--- src/design/mpa_pkg.sv ---
// ----------------------------------------------------------------------------
// mpa_pkg
// Shared types, constants and helpers of the max pooling with argmax block.
// ----------------------------------------------------------------------------
package mpa_pkg;

	localparam int SAMPLE_W     = 16;
	localparam int WIN_W        = 4;
	localparam int DIM_W        = 7;
	localparam int INDEX_W      = 12;
	localparam int PHASE_W      = 3;
	localparam int MAX_WINDOW   = 8;
	localparam int DEF_MAX_ROWS = 64;
	localparam int DEF_MAX_COLS = 64;

	localparam logic [WIN_W-1:0] RST_WINDOW_SIZE = 4'd2;
	localparam logic [WIN_W-1:0] RST_STRIDE      = 4'd2;
	localparam logic [DIM_W-1:0] RST_PLANE_ROWS  = 7'd64;
	localparam logic [DIM_W-1:0] RST_PLANE_COLS  = 7'd64;

	typedef enum logic [1:0] {
		CFG_WINDOW_SIZE,
		CFG_STRIDE,
		CFG_PLANE_ROWS,
		CFG_PLANE_COLS
	} cfg_reg_t;

	typedef struct packed {
		logic signed [SAMPLE_W-1:0] pixel_value;
		logic                       end_of_batch;
	} pixel_req_t;

	typedef struct packed {
		logic signed [SAMPLE_W-1:0] max_value;
		logic [INDEX_W-1:0]         max_index;
		logic                       geometry_error;
		logic                       last_in_plane;
		logic                       last_in_batch;
	} pool_res_t;

	typedef struct packed {
		logic             start;
		logic [WIN_W-1:0] window_size;
		logic [DIM_W-1:0] plane_cols;
	} scan_ctl_t;

	typedef struct packed {
		logic busy;
		logic done;
	} scan_sts_t;

	typedef struct packed {
		logic busy;
		logic bad;
	} geom_sts_t;

	typedef enum logic [1:0] {
		SCAN_IDLE,
		SCAN_READ,
		SCAN_LAST,
		SCAN_DONE
	} scan_state_t;

	// Phase of the next position: held at zero inside the lead-in of one
	// window, then counts modulo the stride.
	function automatic logic [PHASE_W-1:0] phase_next(
		input logic               in_lead,
		input logic [PHASE_W-1:0] phase,
		input logic [WIN_W-1:0]   stride
	);
		logic [WIN_W-1:0] inc;
		inc = {1'b0, phase} + 4'd1;
		if (in_lead || stride == '0) begin
			phase_next = '0;
		end else if (inc >= stride) begin
			phase_next = '0;
		end else begin
			phase_next = inc[PHASE_W-1:0];
		end
	endfunction

endpackage

--- src/design/mpa_geom.sv ---
// ----------------------------------------------------------------------------
// mpa_geom
// Geometry check: range tests plus a bit-serial remainder of the spare rows
// and columns by the stride, rerun after every configuration write.
// ----------------------------------------------------------------------------
module mpa_geom #(
	parameter int MAX_ROWS = 64,
	parameter int MAX_COLS = 64
) (
	input  logic                     clk,
	input  logic                     arst_n,
	input  logic                     start,
	input  logic [mpa_pkg::WIN_W-1:0] window_size,
	input  logic [mpa_pkg::WIN_W-1:0] stride,
	input  logic [mpa_pkg::DIM_W-1:0] plane_rows,
	input  logic [mpa_pkg::DIM_W-1:0] plane_cols,
	output mpa_pkg::geom_sts_t       sts
);
	import mpa_pkg::*;

	localparam int LIM_W = 11;
	localparam logic [LIM_W-1:0] ROWS_LIM = LIM_W'(MAX_ROWS);
	localparam logic [LIM_W-1:0] COLS_LIM = LIM_W'(MAX_COLS);
	localparam logic [WIN_W-1:0] WIN_LIM  = WIN_W'(MAX_WINDOW);
	localparam logic [2:0]       STEP_LOAD  = 3'd7;
	localparam logic [2:0]       STEP_FIRST = 3'd6;
	localparam logic [2:0]       STEP_LAST  = 3'd0;

	logic             busy_q;
	logic             bad_q;
	logic [2:0]       step_q;
	logic [DIM_W-1:0] rem_r_q;
	logic [DIM_W-1:0] rem_c_q;
	logic [DIM_W-1:0] rem_r_nxt;
	logic [DIM_W-1:0] rem_c_nxt;
	logic [LIM_W-1:0] sub_val;
	logic             range_bad;

	always_comb begin
		range_bad = (window_size == '0) || (window_size > WIN_LIM) ||
			(stride == '0) || (stride > WIN_LIM) ||
			(plane_rows == '0) || ({4'b0, plane_rows} > ROWS_LIM) ||
			(plane_cols == '0) || ({4'b0, plane_cols} > COLS_LIM) ||
			({3'b0, window_size} > plane_rows) ||
			({3'b0, window_size} > plane_cols);
	end

	// Restoring remainder, one shifted stride a cycle.
	always_comb begin
		sub_val   = {7'b0, stride} << step_q;
		rem_r_nxt = ({4'b0, rem_r_q} >= sub_val) ? rem_r_q - sub_val[DIM_W-1:0] : rem_r_q;
		rem_c_nxt = ({4'b0, rem_c_q} >= sub_val) ? rem_c_q - sub_val[DIM_W-1:0] : rem_c_q;
	end

	always_ff @(posedge clk or negedge arst_n) begin
		if (!arst_n) begin
			busy_q <= 1'b0;
			bad_q  <= 1'b0;
			step_q <= STEP_LOAD;
		end else if (start) begin
			busy_q <= 1'b1;
			step_q <= STEP_LOAD;
		end else if (busy_q) begin
			if (step_q == STEP_LOAD) begin
				step_q <= STEP_FIRST;
			end else if (step_q == STEP_LAST) begin
				busy_q <= 1'b0;
				bad_q  <= range_bad || (rem_r_nxt != '0) || (rem_c_nxt != '0);
			end else begin
				step_q <= step_q - 3'd1;
			end
		end
	end

	always_ff @(posedge clk) begin
		if (busy_q && step_q == STEP_LOAD) begin
			rem_r_q <= plane_rows - {3'b0, window_size};
			rem_c_q <= plane_cols - {3'b0, window_size};
		end else if (busy_q) begin
			rem_r_q <= rem_r_nxt;
			rem_c_q <= rem_c_nxt;
		end
	end

	assign sts.busy = busy_q;
	assign sts.bad  = bad_q;

endmodule

--- config.mk ---
export PLATFORM = sky130hd
export DESIGN_NAME = mpa_geom
export DESIGN_NICKNAME = d
export VERILOG_FILES = /design/src/design/mpa_pkg.sv /design/src/design/mpa_geom.sv
export SDC_FILE = /design/constraint.sdc
export NUM_CORES = 1
export LEC_CHECK = 0
export BUFFER_PORTS_ARGS = -buffer_cell sky130_fd_sc_hd__buf_2
export CAP_MARGIN = 20
export CELL_PAD_IN_SITES_DETAIL_PLACEMENT = 1
export CELL_PAD_IN_SITES_GLOBAL_PLACEMENT = 1
export CORE_MARGIN = 4
export CORE_UTILIZATION = 48
export CTS_CLUSTER_SIZE = 14
export DETAILED_ROUTE_END_ITERATION = 10
export PLACE_DENSITY = 0.87
export RECOVER_POWER = 100
export SYNTH_ARGS = -nofsm -noshare
export SYNTH_HDL_FRONTEND = slang
export SYNTH_SLANG_ARGS = --single-unit
--- constraint.sdc ---
create_clock -name clk -period 4.96 [get_ports clk]
set_input_delay 0.992 -clock clk [delete_from_list [all_inputs] [get_ports clk]]
set_output_delay 0.992 -clock clk [all_outputs]
set_load 0.005 [all_outputs]
# Word-level counts from Yosys, hierarchy flattened
# Index checks and enable logic that the tools add are counted.
totals:
  elab_cells: 60
  regBits: 19
  output_inout_bits: 2
  inputBits: 25
classes:
  shifts: 1
  magnitude_cmp: 8
  n_reduce_logical: 23
  add_sub_neg: 5
  n_eq_ne: 2
  n_bitwise: 2
  mux: 14
ops:
  columns: ["cell", "n"]
  rows:
  - ["2-to-1 mux 7 bit", 6]
  - ["greater-or-equal comparator 7 x 11 -> 1 bit", 2]
  - ["> comparator 4 x 7 -> 1 bit", 2]
  - ["> comparator 7 bit, second input constant", 2]
  - ["logical NOT 7 bit", 2]
  - ["nonzero test 7 bit", 2]
  - ["subtractor 7 x 4 -> 7 bit", 2]
  - ["subtractor 7 bit", 2]
  - ["2-to-1 mux 3 bit", 4]
  - ["logical OR 1 bit", 11]
  - ["<< shifter 4 x 3 -> 11 bit", 1]
  - ["> comparator 4 bit, second input constant", 2]
  - ["logical NOT 4 bit", 2]
  - ["2-to-1 mux 1 bit", 4]
  - ["AND reduction 4 bit", 1]
  - ["nonzero test 2 bit", 2]
  - ["equality test 3 bit, second input constant", 1]
  - ["logical NOT 3 bit", 1]
  - ["inequality test 3 bit, second input constant", 1]
  - ["subtractor 3 x 1 -> 3 bit, second input constant", 1]
  - ["NOT 1 bit", 2]
  - ["AND reduction 2 bit", 1]
  - ["logical AND 1 bit", 1]

# Logic depth before layout (Yosys ltp)
# Gate-level depths: netlist of run 1.
depth:
  ltp_word: 12
  depth_mapped: 15

# Least setup slack after synthesis of run 1
# OpenSTA, ideal clock, no wires.
synth_timing:
  kind: "input to register"
  startpoint: "in stride[1] in the netlist's numbering"
  endpoint: "reg rem_r_q[3] (data pin)"
  setup_ns: 0.269
  t_arrival_ns: 3.105
  setup_slack_ns: 1.586
  stages: 12
  cell_sequence: "mux2i_1 > mux2i_1 > o2bb2a_1 > ha_1 > and3_1 > o31ai_1 > a221oi_2 > a311oi_2 > nor2_4 > mux2_2 > nand2_1 > o21ai_0"
synth_between:
  elab_chain_cells: 5
synth_lines:
  columns: ["element", "line_no", "text"]
  rows:
  - ["start: declaration", "mpa_geom.sv:14", "input logic [mpa_pkg::WIN_W-1:0] stride,"]
  - ["<< shifter 4 x 3 -> 11 bit *", "mpa_geom.sv:50", "sub_val = {7'b0, stride} << step_q;"]
  - ["greater-or-equal comparator 7 x 11 -> 1 bit or subtractor 7 bit (tied branches)", "mpa_geom.sv:51", "rem_r_nxt = ({4'b0, rem_r_q} >= sub_val) ? rem_r_q - sub_val[DIM_W-1:0] : rem_r_q;"]
  - ["2-to-1 mux 7 bit *", "mpa_geom.sv:51", null]
  - ["2-to-1 mux 7 bit *", "mpa_geom.sv:79", "end else if (busy_q) begin"]
  - ["2-to-1 mux 7 bit *", "mpa_geom.sv:76", "if (busy_q && step_q == STEP_LOAD) begin"]
  - ["end signal: assignment", "mpa_geom.sv:77", "rem_r_q <= plane_rows - {3'b0, window_size};"]
  - ["end signal: assignment", "mpa_geom.sv:80", "rem_r_q <= rem_r_nxt;"]
  - ["end: declaration", "mpa_geom.sv:32", "logic [DIM_W-1:0] rem_r_q;"]
# Mark *: on every way between the ends. The rest lies on a longest branch, timed or not. The select of a mux whose other input is x is not followed.
# A chain may end at the register's enable or synchronous reset.

# Worst setup path in the final report of run 1
layout_timing:
  startpoint: "in stride[1] in the netlist's numbering"
  endpoint: "reg rem_c_q[2] (data pin)"
layout_between:
  elab_chain_cells: 5
layout_lines:
  columns: ["element", "line_no", "text"]
  rows:
  - ["<< shifter 4 x 3 -> 11 bit *", "mpa_geom.sv:50", null]
  - ["greater-or-equal comparator 7 x 11 -> 1 bit or subtractor 7 bit (tied branches)", "mpa_geom.sv:52", "rem_c_nxt = ({4'b0, rem_c_q} >= sub_val) ? rem_c_q - sub_val[DIM_W-1:0] : rem_c_q;"]
  - ["2-to-1 mux 7 bit *", "mpa_geom.sv:52", null]
  - ["2-to-1 mux 7 bit *", "mpa_geom.sv:79", null]
  - ["2-to-1 mux 7 bit *", "mpa_geom.sv:76", null]
  - ["end signal: assignment", "mpa_geom.sv:78", "rem_c_q <= plane_cols - {3'b0, window_size};"]
  - ["end signal: assignment", "mpa_geom.sv:81", "rem_c_q <= rem_c_nxt;"]
  - ["end: declaration", "mpa_geom.sv:33", "logic [DIM_W-1:0] rem_c_q;"]
# Marks and branches as above.

==> key figures, run 1 <==
Job
  • Max_cap viols: 0

Synthesis
  • Top_reg_cell synth: edfxtp_1
  • Ys async rst share: 26.32%
  • Post-Synth XOR/XNOR Area: 7.890%
  • Synth Instances: 270
  • Adder-cell share of the synthesized area: 16.21%
  • Mapped Area: 0.002331 mm²
  • Mapped Nets: 322
  • Synth Area in Compound Gates: 17.82%
  • Unique masters post-synth: 53
  • Sequential fraction of the synthesis area: 23.56%
  • Post-synth EDFFs: 14
  • Avg Inst Size Synth: 8.633 µm²
  • Synth Warn #: 0
  • Seq cells post-synth: 19
  • Simple-gate share of the synthesized area: 19.86%
  • Post-synthesis mux area share: 8.696%
  • Main combinational cell family by area after synthesis: simple AND/OR/NAND/NOR gates

Drt
  • Vias/cell: 5.676
  • Via count: 2032
  • Final wirelength: 5966 µm
  • DR iter-0 viols: 97
  • First-pass DRT Iterations: 4
  • Drt wl/cell: 16.66 µm
  • DRC viols: 0
  • Routed Antenna Nets: 0

STA
  • Clock Skews: 0.005787 ns
  • Final Critical Period: 3.871 ns
  • Fin crit share: 78.04%
  • Unrepaired setup endpoints after global routing: false
  • Worst-margin pin slew: 0.8872 ns
  • Max Fclk: 258.3 MHz
  • Slew headroom: 40.69%
  • Finish-stage setup viols: 0
  • Pins Over Slew Limit: 0
  • Total negative slack: 0 ns
  • Final hold vios: 0

Pwr
  • P_int: 0.6271 mW
  • Psw: 0.5335 mW
  • Clk pwr share: 9.6%
  • Sw Share: 45.97%
  • Worst VDD drop: 126.0 µV
  • Combinational power share: 61.7%
  • Power Density: 462.2 mW/mm²
  • Seq pwr share: 28.7%
  • Leak: 1.057 nW

Hold path
  • HP Class: input port to asynchronous set/reset pin

Global routing
  • Vias in the first global route: 2220
  • Largest net degree at the start of global routing: 29
  • First-pass GRT wire length: 10140 µm
  • Initial antenna violation count: 0
  • GRT Total Usage: 21.04%
  • Grt total ovfl: 0

Place
  • Placed Area: 0.002485 mm²
  • DP Wirelength: 4850 µm
  • # port buffers: 26
  • Placer congestion estimate: 0.8544

CTS
  • Hold_buf cts: 0
  • Cts bufs inserted: 3
  • Post-CTS Setup Bufs: 0
  • H-tree levels: 1
  • Clk buf depth: 2
  • TritonCTS clock tree: done
  • Sinks on Clock Net: 19
  • Clock Root Buffer: clkbuf_8
  • Worst-path clk slew: 0.08 ns
  • Worst-Skew Late Latency: 0.26 ns
  • PostCTS Resize Cnt: 0

Cells and area
  • P&R area growth vs syn: 7.730%
  • ANT cells: 0
  • Layout Nets: 344
  • Proportion of layout cells with a drive suffix above 1: 13.75%
  • Design Area, Final: 0.002511 mm²

Critical path
  • Worst EP arrival: 3.85 ns
  • Top cell by count, worst path: mux2i_1
  • Slowest-stage cell, CP: a21oi_1
  • Worst Path Class, Setup: input port to register
  • Worst path max stage delay: 0.65 ns
  • Worst r2r src: step_q[0]
  • R2r setup slk: 1.12 ns
  • Crit path capture type: register
  • CP Max Fanout: 9
  • Startpoint types: input port
  • Critical path depth: 13
  • Reg2reg end: rem_c_q[2]
  • Worst EP required: 4.94 ns
  • Cell Chain, Critical Path: buf_2 -> mux2i_1 -> mux2i_1 -> o2bb2a_1 -> ha_1 -> nand4_1 -> nor2_1 -> or2_2 -> o221ai_1 -> a21oi_1 -> mux2_2 -> nand2_1 -> o21ai_0
  • R2R depth: 12
  • Top delay family on crit path: compound AO/OA/AOI/OAI gates
  • Worst path bufs/invs: 1

Floorplan
  • Die width: 77.69 µm
  • I/O pin count: 27
  • Core area: 0.004723 mm²
  • Die H: 77.69 µm
  • Row Count: 25
  • Initial Utilization: 49.35%
  • Total Die Area: 0.006035 mm²

Run status
  • Status: complete, no violations
-- flip-flops by register name, summed over array words and instances, names as in the netlist --
name / count
bad_q: 1
busy_q: 1
rem_c_q: 7
rem_r_q: 7
step_q: 3
-- synth_stat cells (2+ instances only) --
library cell / number / area (µm²)
nor2_1: 27 / 101.4
ha_1: 23 / 287.8
inv_1: 21 / 78.83
o21ai_0: 21 / 105.1
nand2_1: 18 / 67.56
xnor2_1: 16 / 140.1
a21oi_1: 14 / 70.07
edfxtp_1: 14 / 420.4
nand2b_1: 12 / 75.07
mux2i_1: 11 / 110.1
nor3_1: 7 / 35.03
nor2b_1: 6 / 37.54
mux2_2: 5 / 56.30
nor4_1: 5 / 31.28
xor2_1: 5 / 43.79
clkbuf_1: 4 / 15.01
fa_1: 4 / 80.08
and3_1: 3 / 18.77
buf_4: 3 / 22.52
dfstp_2: 3 / 78.83
or4_1: 3 / 22.52
a211oi_1: 2 / 15.01
a21o_1: 2 / 15.01
a31oi_1: 2 / 12.51
buf_6: 2 / 22.52
dfrtp_1: 2 / 50.05
nand3_1: 2 / 10.01
nand4_1: 2 / 12.51
o211ai_1: 2 / 15.01
o21a_1: 2 / 15.01
o221ai_1: 2 / 17.52
o22ai_1: 2 / 12.51
o31a_1: 2 / 17.52
o31ai_1: 2 / 15.01
-- cell usage in the layout, fill, tap and decap left out, drive strengths merged, types with 2 or more instances in the layout --
| master | netlist | routed |
|---|---|---|
| a211oi | 2 | 2 |
| a21o | 2 | 2 |
| o21ai | 21 | 21 |
| inv | 21 | 21 |
| nand4 | 2 | 2 |
| nor3 | 7 | 7 |
| o221ai | 2 | 2 |
| nand2 | 18 | 18 |
| dfstp | 3 | 3 |
| a31oi | 2 | 2 |
| clkbuf | 4 | 5 |
| nand3 | 2 | 2 |
| nor4 | 5 | 5 |
| and3 | 3 | 3 |
| mux2i | 13 | 13 |
| mux2 | 5 | 5 |
| dfrtp | 2 | 2 |
| a21oi | 15 | 15 |
| ha | 23 | 23 |
| nor2b | 6 | 6 |
| edfxtp | 14 | 14 |
| buf | 5 | 25 |
| or4 | 3 | 3 |
| nor2 | 28 | 28 |
| nand2b | 12 | 12 |
| o22ai | 3 | 3 |
| o211ai | 2 | 2 |
| o21a | 2 | 2 |
| o31a | 2 | 2 |
| xnor2 | 16 | 16 |
| xor2 | 5 | 5 |
| fa | 4 | 4 |
| o31ai | 2 | 2 |
-- how the worst max path moves through the flow --
| stage | from | endpoint | slack [ns] |
|---|---|---|---|
| floorplan | stride[1] | rem_r_q[3] | 1.59 |
| finish | stride[1] | rem_c_q[2] | 1.09 |
| detailed placement | stride[0] | rem_c_q[3] | 1.05 |
| CTS | stride[0] | rem_c_q[3] | 1.32 |
| global placement | stride[0] | rem_c_q[2] | 1.16 |
| global route | step_q[0] | rem_c_q[2] | 0.84 |
-- stage by stage --
step           total power, mW  hold slack (ns)  setup slack, ns  utilization (%)  instances
5_1_grt                  1.270           0.5885           0.8365            53.17        358
2_1_floorplan           0.8799           0.5197            1.586                -        270
6_report                 1.161           0.5733            1.089            53.17        358
4_1_cts                  1.175           0.5340            1.320            53.56        358
3_3_place_gp             1.014           0.6157            1.161            52.61        354
3_5_place_dp             1.045           0.6220            1.049            52.61        354
-- metal layers --
layer / GRT usage (%) / wire length [µm] / up-vias / share of wire [%]
li1: - / - / 1011 / -
met1: 25.14 / 2619 / 969 / 44
met2: 39.64 / 3057 / 45 / 51
met3: 1.624 / 208 / 7 / 3.5
met4: 6.228 / 80 / 0 / 1.3
met5: 0 / 0 / - / 0
-- cell families (layout without fill, tap and decap cells) --
group                      Yosys count  count (layout)
AOI/OAI and AO/OA                   63              63
xor gates and xnor gates            21              21
adders and majority gates           28              28
buffers and inverters               30              51
DFF                                 19              19
muxes                               18              18
and+or+nand+nor                     91              91
-- layout make-up --
cell class,instances,area (µm²)
Tap cell,67,83.83
Timing Repair Buffer,26,128.9
Inverter,21,78.83
Sequential cell,19,549.3
Multi-Input combinational cell,221,1625
Clock buffer,4,45.04
Fill cell,586,2212
-- worst register-to-register path: stages, from the launching register on --
cell and delay [ns]:
dfstp_1 0.77, mux2i_1 0.16, mux2i_1 0.22, o2bb2a_1 0.28, ha_1 0.38, nand4_1 0.13, nor2_1 0.16, or2_2 0.14
o221ai_1 0.10, a21oi_1 0.65, mux2_2 0.41, nand2_1 0.06, o21ai_0 0.11
-- power groups by stage --
stage / Clock (mW) / Combinational [mW] / Sequential, mW
floorplan: 0 / 0.582 / 0.298
global placement: 0 / 0.686 / 0.329
detailed placement: 0 / 0.712 / 0.333
CTS: 0.114 / 0.729 / 0.331
global route: 0.121 / 0.806 / 0.343
finish: 0.112 / 0.716 / 0.333
Note: power is estimated with default switching activity, not from simulation.
==> inputs of run 2 (changes only) <==
- CORE_UTILIZATION: 48 -> 45
- PLACE_DENSITY: 0.87 -> 0.83
- clock period: 4.96 -> 3.98 ns (I/O delays scaled with it)
==> run 2 against run 1 <==
  * Clock power rose by 21%
  * Utilization is 1.4 points lower
  * Die area rose by 6.0%
  * Final cell count unchanged
  * Count of clock-buffer cells in the layout stayed put
  * Worst setup slack lost 0.61 ns
  * Combinational power is 27% higher
  * First-iteration DRC count decreased by 64%
  * Critical path type is now register to register
  * Largest cell class unchanged
==> key figures, run 2 (synthesis results as in run 1) <==
Run status
  • Status: complete, no violations

STA
  • Unrepaired setup endpoints after global routing: false
  • Slew headroom: 38.67%
  • Clock Skews: 0.002205 ns
  • Pins Over Slew Limit: 0
  • Worst-margin pin slew: 0.9173 ns
  • Final hold vios: 0
  • Final worst slack: 0.4746 ns
  • Total negative slack: 0 ns
  • Finish-stage setup viols: 0
  • Fin crit share: 88.08%
  • Final Critical Period: 3.505 ns
  • Max Fclk: 285.3 MHz

Cells and area
  • ANT cells: 0
  • Most frequent cells in the layout: nor2_1 (27), ha_1 (23), buf_2 (23)
  • Layout Nets: 344
  • Commonest non-fill, non-tap cell in the layout: nor2_1
  • Proportion of layout cells with a drive suffix above 1: 14.43%
  • P&R area growth vs syn: 8.373%
  • Top Registers: rem_c_q x7, rem_r_q x7, step_q x3

Place
  • Placer congestion estimate: 0.8335
  • # port buffers: 26
  • Dpl ws: 0.2451 ns
  • DP Wirelength: 4909 µm

Drt
  • Final wirelength: 5809 µm
  • First-pass DRT Iterations: 5
  • DRC viols: 0
  • Via count: 1982
  • Vias/cell: 5.536
  • Drt wl/cell: 16.23 µm
  • DR iter-0 viols: 35
  • Routed Antenna Nets: 0

CTS
  • Worst-Skew Late Latency: 0.26 ns
  • Hold_buf cts: 0
  • H-tree levels: 1
  • Cts bufs inserted: 3
  • TritonCTS clock tree: done
  • Clk buf depth: 2
  • Post-CTS Setup Bufs: 0
  • Worst-path clk slew: 0.07 ns
  • PostCTS Resize Cnt: 0
  • Sinks on Clock Net: 19
  • Clock Root Buffer: clkbuf_8

Critical path
  • Crit path capture type: register
  • Worst Path Class, Setup: register to register
  • Worst EP arrival: 3.47 ns
  • Startpoint types: register
  • Worst EP required: 3.95 ns
  • R2r setup slk: 0.47 ns
  • CP Max Fanout: 10

Global routing
  • Largest net degree at the start of global routing: 29
  • First-pass GRT wire length: 9942 µm
  • Initial antenna violation count: 0
  • Vias in the first global route: 2101
  • Grt total ovfl: 0
  • GRT Total Usage: 19.52%

Job
  • Max_cap viols: 0

Pwr
  • Worst VDD drop: 181.6 µV
  • Pwr Total: 1.458 mW
  • Leak: 1.055 nW
  • Power Density: 577.1 mW/mm²

Hold path
  • HP Class: input port to asynchronous set/reset pin

Floorplan
  • Core area: 0.004880 mm²
  • Die width: 79.97 µm
  • I/O pin count: 27
  • Row Count: 25
  • Total Die Area: 0.006395 mm²
  • Initial Utilization: 47.77%
  • Die H: 79.97 µm
## run 2: path summary, 6_finish.rpt
| path | from | to | cells after the start |
|---|---|---|---|
| worst max register to register | step_q[1] | rem_r_q[3] | 12 |
| max in group asynchronous | arst_n | step_q[1] | 1 |
| min in group clk | bad_q | bad_q | 2 |
| worst min register to register | bad_q | bad_q | 2 |
| worst max-delay path | step_q[1] | rem_r_q[3] | 12 |
| worst min-delay path | arst_n | busy_q | 1 |
## run 2: layout make-up
class / instances / area, µm²
Fill cell: 631 / 2354
Multi-Input combinational cell: 221 / 1643
Sequential cell: 19 / 549.3
Timing Repair Buffer: 26 / 126.4
Tap cell: 67 / 83.83
Inverter: 21 / 78.83
Clock buffer: 4 / 45.04
## run 2: where the power goes
part | leakage [nW] | internal (mW) | total [mW] | switching (mW)
Sequential | 0.201 | 0.322 | 0.416 | 0.0935
Clock | 0.0228 | 0.0712 | 0.135 | 0.0642
Combinational | 0.831 | 0.394 | 0.907 | 0.513
Total | 1.05 | 0.787 | 1.46 | 0.671
## run 2: through the flow
stage / utilization, % / std cells / hold slack [ns] / instance area (µm²)
2_1_floorplan: - / 270 / 0.5004 / 2331
3_5_place_dp: 50.92 / 354 / 0.6094 / 2485
6_report: 51.77 / 358 / 0.3725 / 2526
3_3_place_gp: 50.92 / 354 / 0.6122 / 2485
4_1_cts: 51.85 / 358 / 0.3363 / 2530
5_1_grt: 51.77 / 358 / 0.3885 / 2526
## run 2: per-layer routing
metal	global-route usage (%)	wire length, µm	up-vias	share of wire, %
li1	-	-	1014	-
met5	0	0	-	0
met3	0.1129	135	7	2.3
met2	33.53	2710	34	47
met4	6.081	91	0	1.6
met1	26.74	2872	927	49
## run 2: critical path: stages (launching register included)
cell and delay [ns]:
dfstp_2 0.65, inv_1 0.18, mux2i_1 0.24, o2bb2a_1 0.29, ha_1 0.33, and3_1 0.20, o31ai_1 0.26, a221oi_2 0.10
a311oi_2 0.37, nor2_4 0.12, mux2_2 0.30, nand2_1 0.06, o21ai_0 0.11
