$ cat config.mk
export PLATFORM = sky130hd
export DESIGN_NAME = mpa_scan
export DESIGN_NICKNAME = d
export VERILOG_FILES = /design/src/design/mpa_pkg.sv /design/src/design/mpa_scan.sv
export SDC_FILE = /design/constraint.sdc
export NUM_CORES = 1
export LEC_CHECK = 0
export ABC_AREA = 1
export ABC_CLOCK_PERIOD_IN_PS = 6950
export BUFFER_PORTS_ARGS = -buffer_cell sky130_fd_sc_hd__clkbuf_2
export CORE_MARGIN = 5
export CORE_UTILIZATION = 32
export DETAILED_ROUTE_END_ITERATION = 12
export GPL_TIMING_DRIVEN = 0
export PLACE_DENSITY = 0.52
export SLEW_MARGIN = 20
export SYNTH_ARGS = -nofsm -noshare
export SYNTH_HDL_FRONTEND = slang
export SYNTH_SLANG_ARGS = --single-unit
$ cat constraint.sdc
create_clock -name clk -period 6.95 [get_ports clk]
set_input_delay 0.695 -clock clk [delete_from_list [all_inputs] [get_ports clk]]
set_output_delay 0.695 -clock clk [all_outputs]
set_load 0.02 [all_outputs]
$ cat src/design/mpa_pkg.sv
// ----------------------------------------------------------------------------
// mpa_pkg
// Shared types, constants and helpers of the max pooling with argmax block.
// ----------------------------------------------------------------------------
package mpa_pkg;

	localparam int SAMPLE_W     = 16;
	localparam int WIN_W        = 4;
	localparam int DIM_W        = 7;
	localparam int INDEX_W      = 12;
	localparam int PHASE_W      = 3;
	localparam int MAX_WINDOW   = 8;
	localparam int DEF_MAX_ROWS = 64;
	localparam int DEF_MAX_COLS = 64;

	localparam logic [WIN_W-1:0] RST_WINDOW_SIZE = 4'd2;
	localparam logic [WIN_W-1:0] RST_STRIDE      = 4'd2;
	localparam logic [DIM_W-1:0] RST_PLANE_ROWS  = 7'd64;
	localparam logic [DIM_W-1:0] RST_PLANE_COLS  = 7'd64;

	typedef enum logic [1:0] {
		CFG_WINDOW_SIZE,
		CFG_STRIDE,
		CFG_PLANE_ROWS,
		CFG_PLANE_COLS
	} cfg_reg_t;

	typedef struct packed {
		logic signed [SAMPLE_W-1:0] pixel_value;
		logic                       end_of_batch;
	} pixel_req_t;

	typedef struct packed {
		logic signed [SAMPLE_W-1:0] max_value;
		logic [INDEX_W-1:0]         max_index;
		logic                       geometry_error;
		logic                       last_in_plane;
		logic                       last_in_batch;
	} pool_res_t;

	typedef struct packed {
		logic             start;
		logic [WIN_W-1:0] window_size;
		logic [DIM_W-1:0] plane_cols;
	} scan_ctl_t;

	typedef struct packed {
		logic busy;
		logic done;
	} scan_sts_t;

	typedef struct packed {
		logic busy;
		logic bad;
	} geom_sts_t;

	typedef enum logic [1:0] {
		SCAN_IDLE,
		SCAN_READ,
		SCAN_LAST,
		SCAN_DONE
	} scan_state_t;

	// Phase of the next position: held at zero inside the lead-in of one
	// window, then counts modulo the stride.
	function automatic logic [PHASE_W-1:0] phase_next(
		input logic               in_lead,
		input logic [PHASE_W-1:0] phase,
		input logic [WIN_W-1:0]   stride
	);
		logic [WIN_W-1:0] inc;
		inc = {1'b0, phase} + 4'd1;
		if (in_lead || stride == '0) begin
			phase_next = '0;
		end else if (inc >= stride) begin
			phase_next = '0;
		end else begin
			phase_next = inc[PHASE_W-1:0];
		end
	endfunction

endpackage

$ cat src/design/mpa_scan.sv
// ----------------------------------------------------------------------------
// mpa_scan
// Window scanner: rereads one window from the frame store in row-major order
// and keeps the running maximum and its position.
// ----------------------------------------------------------------------------
module mpa_scan #(
	parameter int IDX_W = 14
) (
	input  logic                                clk,
	input  logic                                arst_n,
	input  mpa_pkg::scan_ctl_t                  ctl,
	input  logic [IDX_W-1:0]                    base,
	input  logic                                done_ack,
	input  logic signed [mpa_pkg::SAMPLE_W-1:0] rd_data,
	output logic                                rd_en,
	output logic [IDX_W-1:0]                    rd_idx,
	output mpa_pkg::scan_sts_t                  sts,
	output logic signed [mpa_pkg::SAMPLE_W-1:0] best_value,
	output logic [IDX_W-1:0]                    best_index
);
	import mpa_pkg::*;

	scan_state_t state_q;
	scan_state_t state_nxt;

	logic [2:0]                 win_last_q;
	logic [DIM_W-1:0]           cols_q;
	logic [IDX_W-1:0]           addr_q;
	logic [IDX_W-1:0]           row_base_q;
	logic [2:0]                 wc_q;
	logic [2:0]                 hc_q;
	logic                       first_q;
	logic                       vld_s1;
	logic                       first_s1;
	logic [IDX_W-1:0]           idx_s1;
	logic signed [SAMPLE_W-1:0] best_q;
	logic [IDX_W-1:0]           best_idx_q;
	logic                       row_end;
	logic                       last_elem;

	assign row_end   = (wc_q == win_last_q);
	assign last_elem = row_end && (hc_q == win_last_q);

	always_comb begin
		state_nxt = state_q;
		case (state_q)
			SCAN_IDLE: if (ctl.start) state_nxt = SCAN_READ;
			SCAN_READ: if (last_elem) state_nxt = SCAN_LAST;
			SCAN_LAST: state_nxt = SCAN_DONE;
			SCAN_DONE: if (done_ack) state_nxt = SCAN_IDLE;
			default:   state_nxt = SCAN_IDLE;
		endcase
	end

	always_comb begin
		rd_en    = 1'b0;
		sts.busy = 1'b1;
		sts.done = 1'b0;
		case (state_q)
			SCAN_IDLE: sts.busy = 1'b0;
			SCAN_READ: rd_en = 1'b1;
			SCAN_LAST: rd_en = 1'b0;
			SCAN_DONE: sts.done = 1'b1;
			default:   sts.busy = 1'b0;
		endcase
	end

	always_ff @(posedge clk or negedge arst_n) begin
		if (!arst_n) begin
			state_q <= SCAN_IDLE;
			vld_s1  <= 1'b0;
		end else begin
			state_q <= state_nxt;
			vld_s1  <= rd_en;
		end
	end

	// Address walk: step along a row, jump one plane row at its end.
	always_ff @(posedge clk) begin
		if (ctl.start) begin
			addr_q     <= base;
			row_base_q <= base;
			wc_q       <= '0;
			hc_q       <= '0;
			first_q    <= 1'b1;
			win_last_q <= 3'(ctl.window_size - 4'd1);
			cols_q     <= ctl.plane_cols;
		end else if (rd_en) begin
			first_q <= 1'b0;
			if (row_end) begin
				wc_q       <= '0;
				hc_q       <= hc_q + 3'd1;
				row_base_q <= row_base_q + IDX_W'(cols_q);
				addr_q     <= row_base_q + IDX_W'(cols_q);
			end else begin
				wc_q   <= wc_q + 3'd1;
				addr_q <= addr_q + IDX_W'(1);
			end
		end
	end

	always_ff @(posedge clk) begin
		idx_s1   <= addr_q;
		first_s1 <= first_q;
		// Strictly larger only, so a tie keeps the earlier position.
		if (vld_s1 && (first_s1 || rd_data > best_q)) begin
			best_q     <= rd_data;
			best_idx_q <= idx_s1;
		end
	end

	assign rd_idx     = addr_q;
	assign best_value = best_q;
	assign best_index = best_idx_q;

endmodule
Yosys cells after proc, flatten, opt, wreduce, memory -nomap -nowiden
Cells that the tools add are included.
Operators by class
  multiplexer cells: 14
  $add $sub $neg: 5
  order comparisons: 1
  equal/unequal tests: 8
  reduce and logical (&&, ||, !) cells: 9
Operators with widths (number)
  $mux 14: 6
  $gt 16x16->1: 1
  $add 14x1->14 const B: 1
  $add 14x7->14: 1
  $pmux 2 s4: 1
  $add 3x1->3 const B: 2
  $eq 3x3->1: 2
  $mux 2: 3
  $ne 2x2->1 const B: 3
  $eq 2x2->1 const B: 2
  $reduce_and 2->1: 2
  $reduce_bool 2->1: 2
  $mux 1: 3
  $mux 3: 1
  $reduce_and 3->1: 1
  $sub 3x1->3 const B: 1
  $eq 2x1->1 const B: 1
  $logic_and 1x1->1: 2
  $logic_not 2->1: 1
  $logic_or 1x1->1: 1
Storage, ports and cells
  register bits: 93
  logic and storage cells: 50
  bits of input ports: 45
  output and inout bits: 47

Logic depth before layout (Yosys ltp)
Gate-level depths: netlist (run 1).
  depth in word-level cells: 4
  gate-level depth with buffers: 14
  depth with buffers taken out: 14

Least setup slack after synthesis (run 1)
Ideal clock, no wire load.
  kind: input -> register
  from: in rd_data[13] (netlist bit)
  to: reg best_idx_q[0], in the netlist best_index[0] (enable)
  path slack: 3.483 ns
  arrival: 3.040 ns
  required time: 6.523 ns
  path buffers: 0
  stages: 10
  cell sequence: ha_1 -> nand2_1 -> inv_1 -> o21bai_1 -> nand2_1 -> a21oi_1 -> nand2_1 -> nand2_1 -> nand3_1 -> a21oi_1
On the way
  longest elaborated chain between the ends: 3
RTL lines
  start, declared: line mpa_scan.sv:14  | input logic signed [mpa_pkg::SAMPLE_W-1:0] rd_data,
  $gt 16x16->1: line mpa_scan.sv:106  | if (vld_s1 && (first_s1 || rd_data > best_q)) begin
  $logic_or 1x1->1: line mpa_scan.sv:106
  $logic_and 1x1->1: line mpa_scan.sv:106
  end signal, assigned: line mpa_scan.sv:108  | best_idx_q <= idx_s1;
  end, declared: line mpa_scan.sv:37  | logic [IDX_W-1:0] best_idx_q;
Every way passes these cells.
A chain may end at the register's enable or synchronous reset.

Worst setup path in the final report (run 1)
  from: in ctl[11] (netlist bit)
  to: reg row_base_q[13] (enable)
On the way
  longest elaborated chain between the ends: 2
  elaborated cells between the ends (all ways): 3
  those cells by class: reduce/logical: 3
RTL lines
  start, declared: line mpa_scan.sv:11  | input mpa_pkg::scan_ctl_t ctl,
  $reduce_bool 2->1 (no source line)
  $reduce_and 2->1 (no source line) (*)
  end signal, assigned: line mpa_scan.sv:82  | row_base_q <= base;
  end signal, assigned: line mpa_scan.sv:93  | row_base_q <= row_base_q + IDX_W'(cols_q);
  end, declared: line mpa_scan.sv:29  | logic [IDX_W-1:0] row_base_q;
Mark *: on every way between the ends. The rest lies on a longest branch, timed or not.

==> results of run 1 <==
==> area by class of cell <==
cell class                 count  area [um^2]  area share, %
clock buffer                  13        240.2          4.432
buffer                         5        20.02         0.3693
tap                          180        225.2          4.155
timing repair buffer          91        478.0          8.818
inverter                      60        225.2          4.155
clock inverter                 3        15.01         0.2770
sequential                    93         2557          47.18
multi-input combinational    276         1659          30.61
==> synthesized netlist by cell type, drive strengths merged (3+ instances only) <==
master	instances	area, um^2
dfxtp	22	440.4
dfrtp	3	75.07
o211ai	4	30.03
inv	60	225.2
nand3	32	160.2
a21oi	11	55.05
nand4	4	31.28
o21ai	18	90.08
edfxtp	68	2042
ha	32	400.4
nor3	5	25.02
nor2	21	81.33
clkbuf	4	15.01
xor2	17	148.9
xnor2	9	78.83
nand2	109	416.7
o221ai	4	35.03
==> routing by layer <==
layer  vias to the layer above  track usage [%]
li1                       1659                -
met3                        11            2.750
met1                      1441            14.91
met4                         0            5.993
met2                       100            19.72
met5                         -                0
==> worst reg2reg max path, stage by stage (launching register included) <==
cell and delay [ns]:
edfxtp_1 0.36, inv_1 0.05, ha_1 0.29, nand2_1 0.09
nor3_1 0.29, nand2_1 0.13, nand3_1 0.09, nand3_1 0.13
a21oi_4 0.35, buf_16 0.22
==> sequential cells by signal, summed over array words and instances, names as in the netlist <==
signal and cells:
cols_q 7, win_last_q 3, first_q 1, row_base_q 14, vld_s1 1, wc_q 3, best_index 14, rd_idx 14
state_q 2, first_s1 1, best_value 16, hc_q 3, idx_s1 14
==> layout by cell type (no fill, tap or decap), drive strengths merged, types with 4 or more instances in the layout <==
cell    instances
nand2         109
nor3            5
o21ai          18
nand4           4
inv            60
edfxtp         68
xor2           17
nand3          32
nor2           21
o221ai          4
dfxtp          22
ha             32
o211ai          4
clkbuf        107
a21oi          11
xnor2           9
==> cell families (layout without fill, tap and decap cells) <==
logic type | count (synthesis) | in the layout | share of synthesized area, %
fa+ha+maj | 33 | 33 | 9.446
compound gates | 40 | 40 | 5.201
simple gates | 177 | 177 | 17.26
xor+xnor | 26 | 26 | 5.117
flops | 93 | 93 | 57.46
buf+inv | 65 | 172 | 5.510
==> where the power goes <==
part           switching (mW)  internal [mW]
Clock                   0.193          0.241
Combinational           0.427          0.223
Sequential             0.0919          0.796
==> stage by stage <==
step / hold WS, ns / total power, mW / cells / cell area [um^2]
final: 0.1404 / 1.972 / 721 / 5420
after global routing: 0.1335 / 2.107 / 721 / 5420
after detailed placement: 0.3450 / 1.560 / 705 / 5165
after CTS: 0.1219 / 2.002 / 721 / 5420
after floorplan: 0.3311 / 1.319 / 434 / 4451
after global placement: 0.3416 / 1.525 / 704 / 5126
==> final timing paths <==
check | end | slack, ns | cells after the start
setup / recovery | row_base_q[13] | 4.53 | 5
hold / removal | state_q[1] | 0.14 | 1
setup reg to reg | best_index[2] | 4.64 | 9
hold reg to reg | first_s1 | 0.36 | 0
max in group asynchronous | state_q[0] | 6.70 | 1
min in group clk | first_s1 | 0.36 | 0
==> results by group, run 1 <==
Logic synthesis
  • Ys async rst share: 3.226%
  • Syn Std Cell Area: 4451 um^2
  • Yosys warns: 0
  • Cells after Synth: 434
  • Synth Register Bits: 93
  • Sequential element share of the synthesized area: 57.46%
  • Top_reg_cell synth: edfxtp_1
  • Synth unique cells: 32
  • Post-synth EDFFs: 68
  • Syn Nets: 512
  • Avg Cell Area, Syn: 10.25 um^2

GRT
  • Global route overflow: 0
  • Global-route wire length before repair: 15,350 um
  • Largest net degree at the start of global routing: 24
  • Vias in the first global route: 3,280
  • GRT Total Usage: 12.04%
  • Initial antenna violation count: 0

Critical path
  • Arrival time worst endpoint: 2.39 ns
  • Crit path kind: in2reg
  • Worst-path cell chain: clkbuf_2, clkbuf_1, inv_1, buf_2, nand2_1
  • Crit-path max FO: 16
  • Crit path launch: ctl[11]
  • Max incr delay on CP: 0.56 ns
  • Worst path required time: 6.92 ns
  • Worst Setup End Kind: flop
  • R2R Path Start: best_value[15]
  • Buf/Inv on CP: 4
  • Max stage delay cell, worst path: nand2_1
  • Crit path max-delay family: buffers and inverters
  • CP Launch Type: input pin

Status
  • Outcome: finished clean

Finish
  • Area Growth Syn to Fin: 21.79%
  • Diodes inserted: 0
  • Filler cells: 1,406
  • Fraction of layout cells with a size suffix above 1: 21.07%
  • Post-Route Utilization: 39.35%
  • Nets@finish: 614

Floorplan
  • # IOs: 92
  • Die extent in x: 127.9 um
  • Initial core utilization: 32.31%
  • Core box area: 13,770 um^2
  • Die ar.: 16,370 um^2
  • Die height: 127.9 um
  • Num rows: 43

STA
  • Worst-Margin Slew: 0.7202 ns
  • Max Fclk: 413.2 MHz
  • Final setup viols: 0
  • Fin crit period: 2.420 ns
  • Setup Total Neg Slack: 0 ns
  • Final Hold Viols: 0
  • Final slew viol count: 0
  • Clock Skew: 0.01003 ns
  • Period utilization: 34.83%
  • Max-slew headroom: 51.87%
  • Final worst setup slack: 4.530 ns
  • RSZ-0062 raised after global routing: no

Route
  • Antenna-violating nets left: 0
  • Drt initial violations: 191
  • Final WL: 9517 um
  • Average wire per standard cell: 13.20 um
  • Via Count: 3,211
  • DRC Markers: 0
  • Drt first pass iters: 4
  • Met3 routed WL: 665 um
  • Routed wl met2: 4335 um
  • M1 WL: 4342 um
  • Max layer used: met4
  • Vias/cell: 4.454

Power
  • Leak: 2.541 nW
  • Maximum vdd drop: 0.0001213 V
  • PwrDens: 363.8 nW/um^2

Clock network
  • Post-CTS Hold Buffers: 0
  • TritonCTS clock tree: yes
  • Clock slew at reported path FFs: 0.06 ns
  • Setup repair bufs after CTS: 0
  • PostCTS Resize Cnt: 0
  • CTS root buffer: clkbuf_16
  • Clk sinks: 93
  • # H-tree levels: 3
  • Num CTS Buffers: 9
  • Clk buf depth: 2
  • Worst skew pair latency: 0.34 ns

Placement
  • Placer Congestion: 0.8709
  • Dpl ws: 4.089 ns
  • Buffers added on ports: 90
  • DPL Wire Length: 7539 um

Hold path
  • Hold Path Class: in2async

Run
  • Max-cap violations: 0
(Power assumes the default switching activity.)
==> run 2, diff against run 1 <==
--- a/config.mk
+++ b/config.mk
@@ -6,13 +6,13 @@
 export NUM_CORES = 1
 export LEC_CHECK = 0
 export ABC_AREA = 1
-export ABC_CLOCK_PERIOD_IN_PS = 6950
+export ABC_CLOCK_PERIOD_IN_PS = 2040
 export BUFFER_PORTS_ARGS = -buffer_cell sky130_fd_sc_hd__clkbuf_2
 export CORE_MARGIN = 5
 export CORE_UTILIZATION = 32
 export DETAILED_ROUTE_END_ITERATION = 12
 export GPL_TIMING_DRIVEN = 0
-export PLACE_DENSITY = 0.52
+export PLACE_DENSITY = 0.54
 export SLEW_MARGIN = 20
 export SYNTH_ARGS = -nofsm -noshare
 export SYNTH_HDL_FRONTEND = slang
==> constraint.sdc (replaced) <==
create_clock -name clk -period 2.04 [get_ports clk]
set_input_delay 0.204 -clock clk [delete_from_list [all_inputs] [get_ports clk]]
set_output_delay 0.204 -clock clk [all_outputs]
set_load 0.02 [all_outputs]
==> results by group, run 2 (synthesis gave the netlist of run 1 again) <==
GRT
  • Initial antenna violation count: 0
  • Vias in the first global route: 3,333
  • Largest net degree at the start of global routing: 17
  • Global route overflow: 0
  • Global-route wire length before repair: 16,160 um
  • GRT Total Usage: 12.66%

Floorplan
  • Die extent in x: 127.9 um
  • Core box area: 13,770 um^2
  • Die height: 127.9 um
  • # IOs: 92
  • Die ar.: 16,370 um^2
  • Num rows: 43
  • Initial core utilization: 32.31%

STA
  • Setup Total Neg Slack: 0 ns
  • Period utilization: 99.87%
  • Max-slew headroom: 66.52%
  • Clock Skew: 0.007825 ns
  • RSZ-0062 raised after global routing: yes
  • Max Fclk: 490.8 MHz
  • Worst-Margin Slew: 0.5022 ns
  • Final slew viol count: 0
  • Final setup viols: 0
  • Fin crit period: 2.037 ns
  • WHS: 0.03732 ns
  • Final Hold Viols: 0

Critical path
  • R2R cell count: 11
  • Worst path required time: 2.10 ns
  • Crit path kind: reg2reg
  • Arrival time worst endpoint: 2.09 ns
  • Crit-path max FO: 13
  • Capturing point of the worst reg2reg path: best_value[14]
  • Worst Setup End Kind: flop
  • Max incr delay on CP: 0.36 ns
  • Max stage delay cell, worst path: edfxtp_1
  • Flop-to-flop setup slack: 0.003 ns
  • Worst-path cell chain: inv_2, ha_4, nand2_1, nor2_1, nand3_1, nand3_2, nand2_2, nand3_2, nand3_4, a21oi_4, buf_12
  • CP Launch Type: flop
  • Critical Path End: best_value[14]
  • Crit path launch: best_value[5]
  • R2R Path Start: best_value[5]
  • Critical Path Most Common Cell: nand3_2

Clock network
  • Num CTS Buffers: 9
  • # H-tree levels: 3
  • TritonCTS clock tree: yes
  • Clk buf depth: 2
  • Clk sinks: 93
  • Clock slew at reported path FFs: 0.06 ns
  • Worst skew pair latency: 0.34 ns
  • CTS root buffer: clkbuf_16

Power
  • Maximum vdd drop: 0.0003731 V
  • Leak: 2.668 nW
  • PwrDens: 1250 nW/um^2

Placement
  • Buffers added on ports: 90
  • Placer Congestion: 0.8436
  • Placed Cells: 704
  • DPL Wire Length: 7451 um

Finish
  • Max FFs per register: 16
  • Area Growth Syn to Fin: 31.46%
  • Fraction of layout cells with a size suffix above 1: 32.19%
  • Diodes inserted: 0
  • Most frequent cells in the layout: clkbuf_2, nand2_1, edfxtp_1
  • Commonest non-fill, non-tap cell in the layout: clkbuf_2
  • Nets@finish: 629
  • Fin cells: 736

Route
  • Drt initial violations: 251
  • Vias/cell: 4.443
  • Final WL: 10,160 um
  • Via Count: 3,270
  • Average wire per standard cell: 13.81 um
  • Drt first pass iters: 4
  • Antenna-violating nets left: 0
  • DRC Markers: 0

Status
  • Outcome: finished clean

Hold path
  • Hold Path Class: in2reg
  • Hold Path Stages: 1

Run
  • Max-cap violations: 0
-- run 2: cell count changes in the layout (fill, tap and decap cells not counted), moves of 3 or more --
cell and delta:
nand2_4 +3, nand2_2 +14, ha_4 +6, nand3_1 -6, inv_2 +6, a21oi_1 -3, o21ai_0 -4, nand3_2 +5
inv_1 -6, nand2_1 -17, buf_6 +5, buf_4 +8, ha_1 -7
-- run 2: stage by stage --
step	utilization, %	area (um^2)	setup WS, ns	power, mW
global placement	37.36	5146	-0.5401	5.191
detailed placement	37.36	5146	-0.5875	5.250
floorplan	-	4471	-0.2854	4.513
finish	42.48	5851	0.002554	7.313
global route	42.48	5851	-0.1168	7.810
CTS	41.04	5653	-0.03143	7.285
-- run 2: worst min path at each step --
stage                      end    from  slack [ns]
global route         cols_q[5]  ctl[5]        0.02
global placement        vld_s1  arst_n       0.004
detailed placement      vld_s1  arst_n        0.01
floorplan           state_q[0]  arst_n       -0.09
CTS                  cols_q[1]  ctl[1]        0.02
finish               cols_q[3]  ctl[3]        0.04
-- run 2: metal layers --
layer | up-vias | track usage (%) | share of wire (%)
li1 | 1684 | - | -
met1 | 1494 | 15.62 | 44
met2 | 81 | 21.10 | 48
met3 | 11 | 2.708 | 5.5
met4 | 0 | 5.993 | 2.0
met5 | - | 0 | 0
-- run 2: cell type report --
cell class                 count  area [um^2]
clock buffer                  12        246.5
inverter                      60        225.2
buffer                         5        20.02
multi-input combinational    277         1931
fill                        1351         7923
clock inverter                 4        48.80
tap                          180        225.2
timing repair buffer         105        596.8
sequential                    93         2557
-- run 2: worst max-delay path, delay by kind of cell, from the launching register on --
family | cells | cell delay, ns
AO/OA/AOI/OAI | 1 | 0.19
flip-flops | 1 | 0.36
adder cells (fa/ha/maj) | 1 | 0.26
buffers and inverters | 2 | 0.22
AND/OR/NAND/NOR | 7 | 0.71
-- run 2: power breakdown --
group | leakage (nW) | switching [mW] | internal (mW) | total (mW)
sequential | 0.882 | 0.318 | 2.71 | 3.03
clock | 0.147 | 0.678 | 0.982 | 1.66
combinational | 1.64 | 1.63 | 0.994 | 2.62
total | 2.67 | 2.62 | 4.69 | 7.31
-- run 2: repair_timing --
item	in CTS	in global routing
setup endpoints to repair	68	55
hold buffers	1	0
buffers inserted	9	6
gates cloned	2	0
pin swaps	5	23
gates resized for setup	22	43
hold endpoints to repair	3	0
==> run 3, diff against run 2 <==
--- a/config.mk
+++ b/config.mk
@@ -10,6 +10,7 @@
 export BUFFER_PORTS_ARGS = -buffer_cell sky130_fd_sc_hd__clkbuf_2
 export CORE_MARGIN = 5
 export CORE_UTILIZATION = 32
+export CTS_CLUSTER_DIAMETER = 120
 export DETAILED_ROUTE_END_ITERATION = 12
 export GPL_TIMING_DRIVEN = 0
 export PLACE_DENSITY = 0.54
==> constraint.sdc (replaced) <==
create_clock -name clk -period 2.04 [get_ports clk]
set_input_delay 0.408 -clock clk [delete_from_list [all_inputs] [get_ports clk]]
set_output_delay 0.408 -clock clk [all_outputs]
set_load 0.02 [all_outputs]
==> results by group, run 3 (synthesis gave the netlist of run 1 again) <==
STA
  • Final Hold Viols: 0
  • Final setup viols: 0
  • Max-slew headroom: 67.65%
  • RSZ-0062 raised after global routing: yes
  • Max Fclk: 490.8 MHz
  • Setup Total Neg Slack: 0 ns
  • Fin crit period: 2.037 ns
  • Clock Skew: 0.007908 ns
  • Period utilization: 99.87%
  • WHS: 0.2402 ns
  • Worst-Margin Slew: 0.4853 ns
  • Final slew viol count: 0

Floorplan
  • # IOs: 92
  • Die extent in x: 127.9 um
  • Die height: 127.9 um
  • Die ar.: 16,370 um^2
  • Initial core utilization: 32.31%
  • Num rows: 43
  • Core box area: 13,770 um^2

Critical path
  • Worst path required time: 2.10 ns
  • Worst Setup End Kind: flop
  • Max incr delay on CP: 0.36 ns
  • Worst-path cell chain: inv_2, ha_4, nand2_1, nor2_1, nand3_1, nand3_2, nand2_2, nand3_2, nand3_4, a21oi_4, buf_12
  • CP Launch Type: flop
  • Crit path kind: reg2reg
  • Arrival time worst endpoint: 2.10 ns
  • Crit-path max FO: 13
  • Max stage delay cell, worst path: edfxtp_1
  • Critical Path Most Common Cell: nand3_2

Placement
  • Buffers added on ports: 90
  • Placed inst area: 5146 um^2
  • DPL Wire Length: 7451 um
  • Placed Cells: 704
  • Placer Congestion: 0.8436

Finish
  • Commonest non-fill, non-tap cell in the layout: clkbuf_2
  • Fraction of layout cells with a size suffix above 1: 31.71%
  • Nets@finish: 628
  • Fin cells: 735
  • Design area: 5837 um^2
  • Most frequent cells in the layout: clkbuf_2, nand2_1, edfxtp_1
  • Area Growth Syn to Fin: 31.15%
  • Diodes inserted: 0
  • Max FFs per register: 16

Run
  • Max-cap violations: 0

Hold path
  • Hold Path Class: in2reg

GRT
  • Initial antenna violation count: 0
  • Vias in the first global route: 3,344
  • Global-route wire length before repair: 16,250 um
  • Largest net degree at the start of global routing: 17
  • GRT Total Usage: 12.73%
  • Global route overflow: 0

Clock network
  • Worst skew pair latency: 0.34 ns
  • Clk buf depth: 2
  • CTS root buffer: clkbuf_16
  • # H-tree levels: 3
  • Clock slew at reported path FFs: 0.06 ns
  • TritonCTS clock tree: yes
  • Clk sinks: 93
  • Num CTS Buffers: 9

Power
  • Leak: 2.655 nW
  • Maximum vdd drop: 0.0003731 V
  • PwrDens: 1251 nW/um^2
  • Pwr Total: 7.304 mW

Route
  • Final WL: 10,100 um
  • Antenna-violating nets left: 0
  • Average wire per standard cell: 13.74 um
  • Drt initial violations: 193
  • Via Count: 3,283
  • DRC Markers: 0
  • Vias/cell: 4.467
  • Drt first pass iters: 4

Status
  • Outcome: finished clean
[run 3: changes by cell type in the layout (fill, tap and decap cells not counted)]
cell	change
xnor2_1	+1
ha_4	+1
o21ai_0	+1
nand3_1	+1
ha_2	-1
nand3_2	-1
buf_6	-1
xnor2_2	-1
o21ai_1	-1
[run 3: power breakdown]
| part | switching, mW | internal [mW] |
|---|---|---|
| sequential | 0.318 | 2.71 |
| combinational | 1.63 | 0.984 |
| clock | 0.679 | 0.982 |
[run 3: worst paths after layout]
check / slack, ns / cells past startpoint / start / endpoint
max in group asynchronous: 1.53 / 2 / arst_n / vld_s1
worst max register to register: 0.003 / 11 / best_value[5] / best_value[14]
worst min register to register: 0.35 / 0 / first_q / first_s1
min in group asynchronous: 0.40 / 2 / arst_n / state_q[0]
worst max-delay path: 0.003 / 11 / best_value[5] / best_value[14]
worst min-delay path: 0.24 / 1 / ctl[3] / cols_q[3]
[run 3: repair_timing]
item                                   in CTS  in global routing
buffers inserted                            9                  5
endpoints found under the hold margin       3                  0
pin swaps                                   8                 20
setup endpoints to repair                  68                 55
hold buffers                                1                  0
cloned                                      2                  0
resized for setup                          25                 37
[run 3: layout make-up]
cell class	instances	area [um^2]
plain buffers	5	20.02
clock buffers	12	246.5
clock inverters	4	48.80
fillers	1353	7936
inverters	60	225.2
multi-input cells	277	1928
flip-flops and latches	93	2557
well taps	180	225.2
repair buffers	104	585.6
[run 3: worst max-delay path, delay by kind of cell, from the launching register on]
family	cells	cell delay (ns)
flip-flops	1	0.36
buffers and inverters	2	0.22
AO/OA/AOI/OAI	1	0.19
AND/OR/NAND/NOR	7	0.71
adder cells (fa/ha/maj)	1	0.26
[run 3: routing by layer]
metal / track usage [%] / wire (um) / vias up
met1: 15.65 / 4413 / 1500
met3: 2.708 / 593 / 11
li1: - / - / 1686
met5: 0 / 0 / -
met4: 5.993 / 205 / 0
met2: 21.32 / 4889 / 86
[run 3: metrics by stage]
stage	util, %	setup WS [ns]
finish	42.38	0.002603
global route	42.38	-0.1168
CTS	41.12	-0.03143
detailed placement	37.36	-0.7246
global placement	37.36	-0.6750
floorplan	-	-0.2854
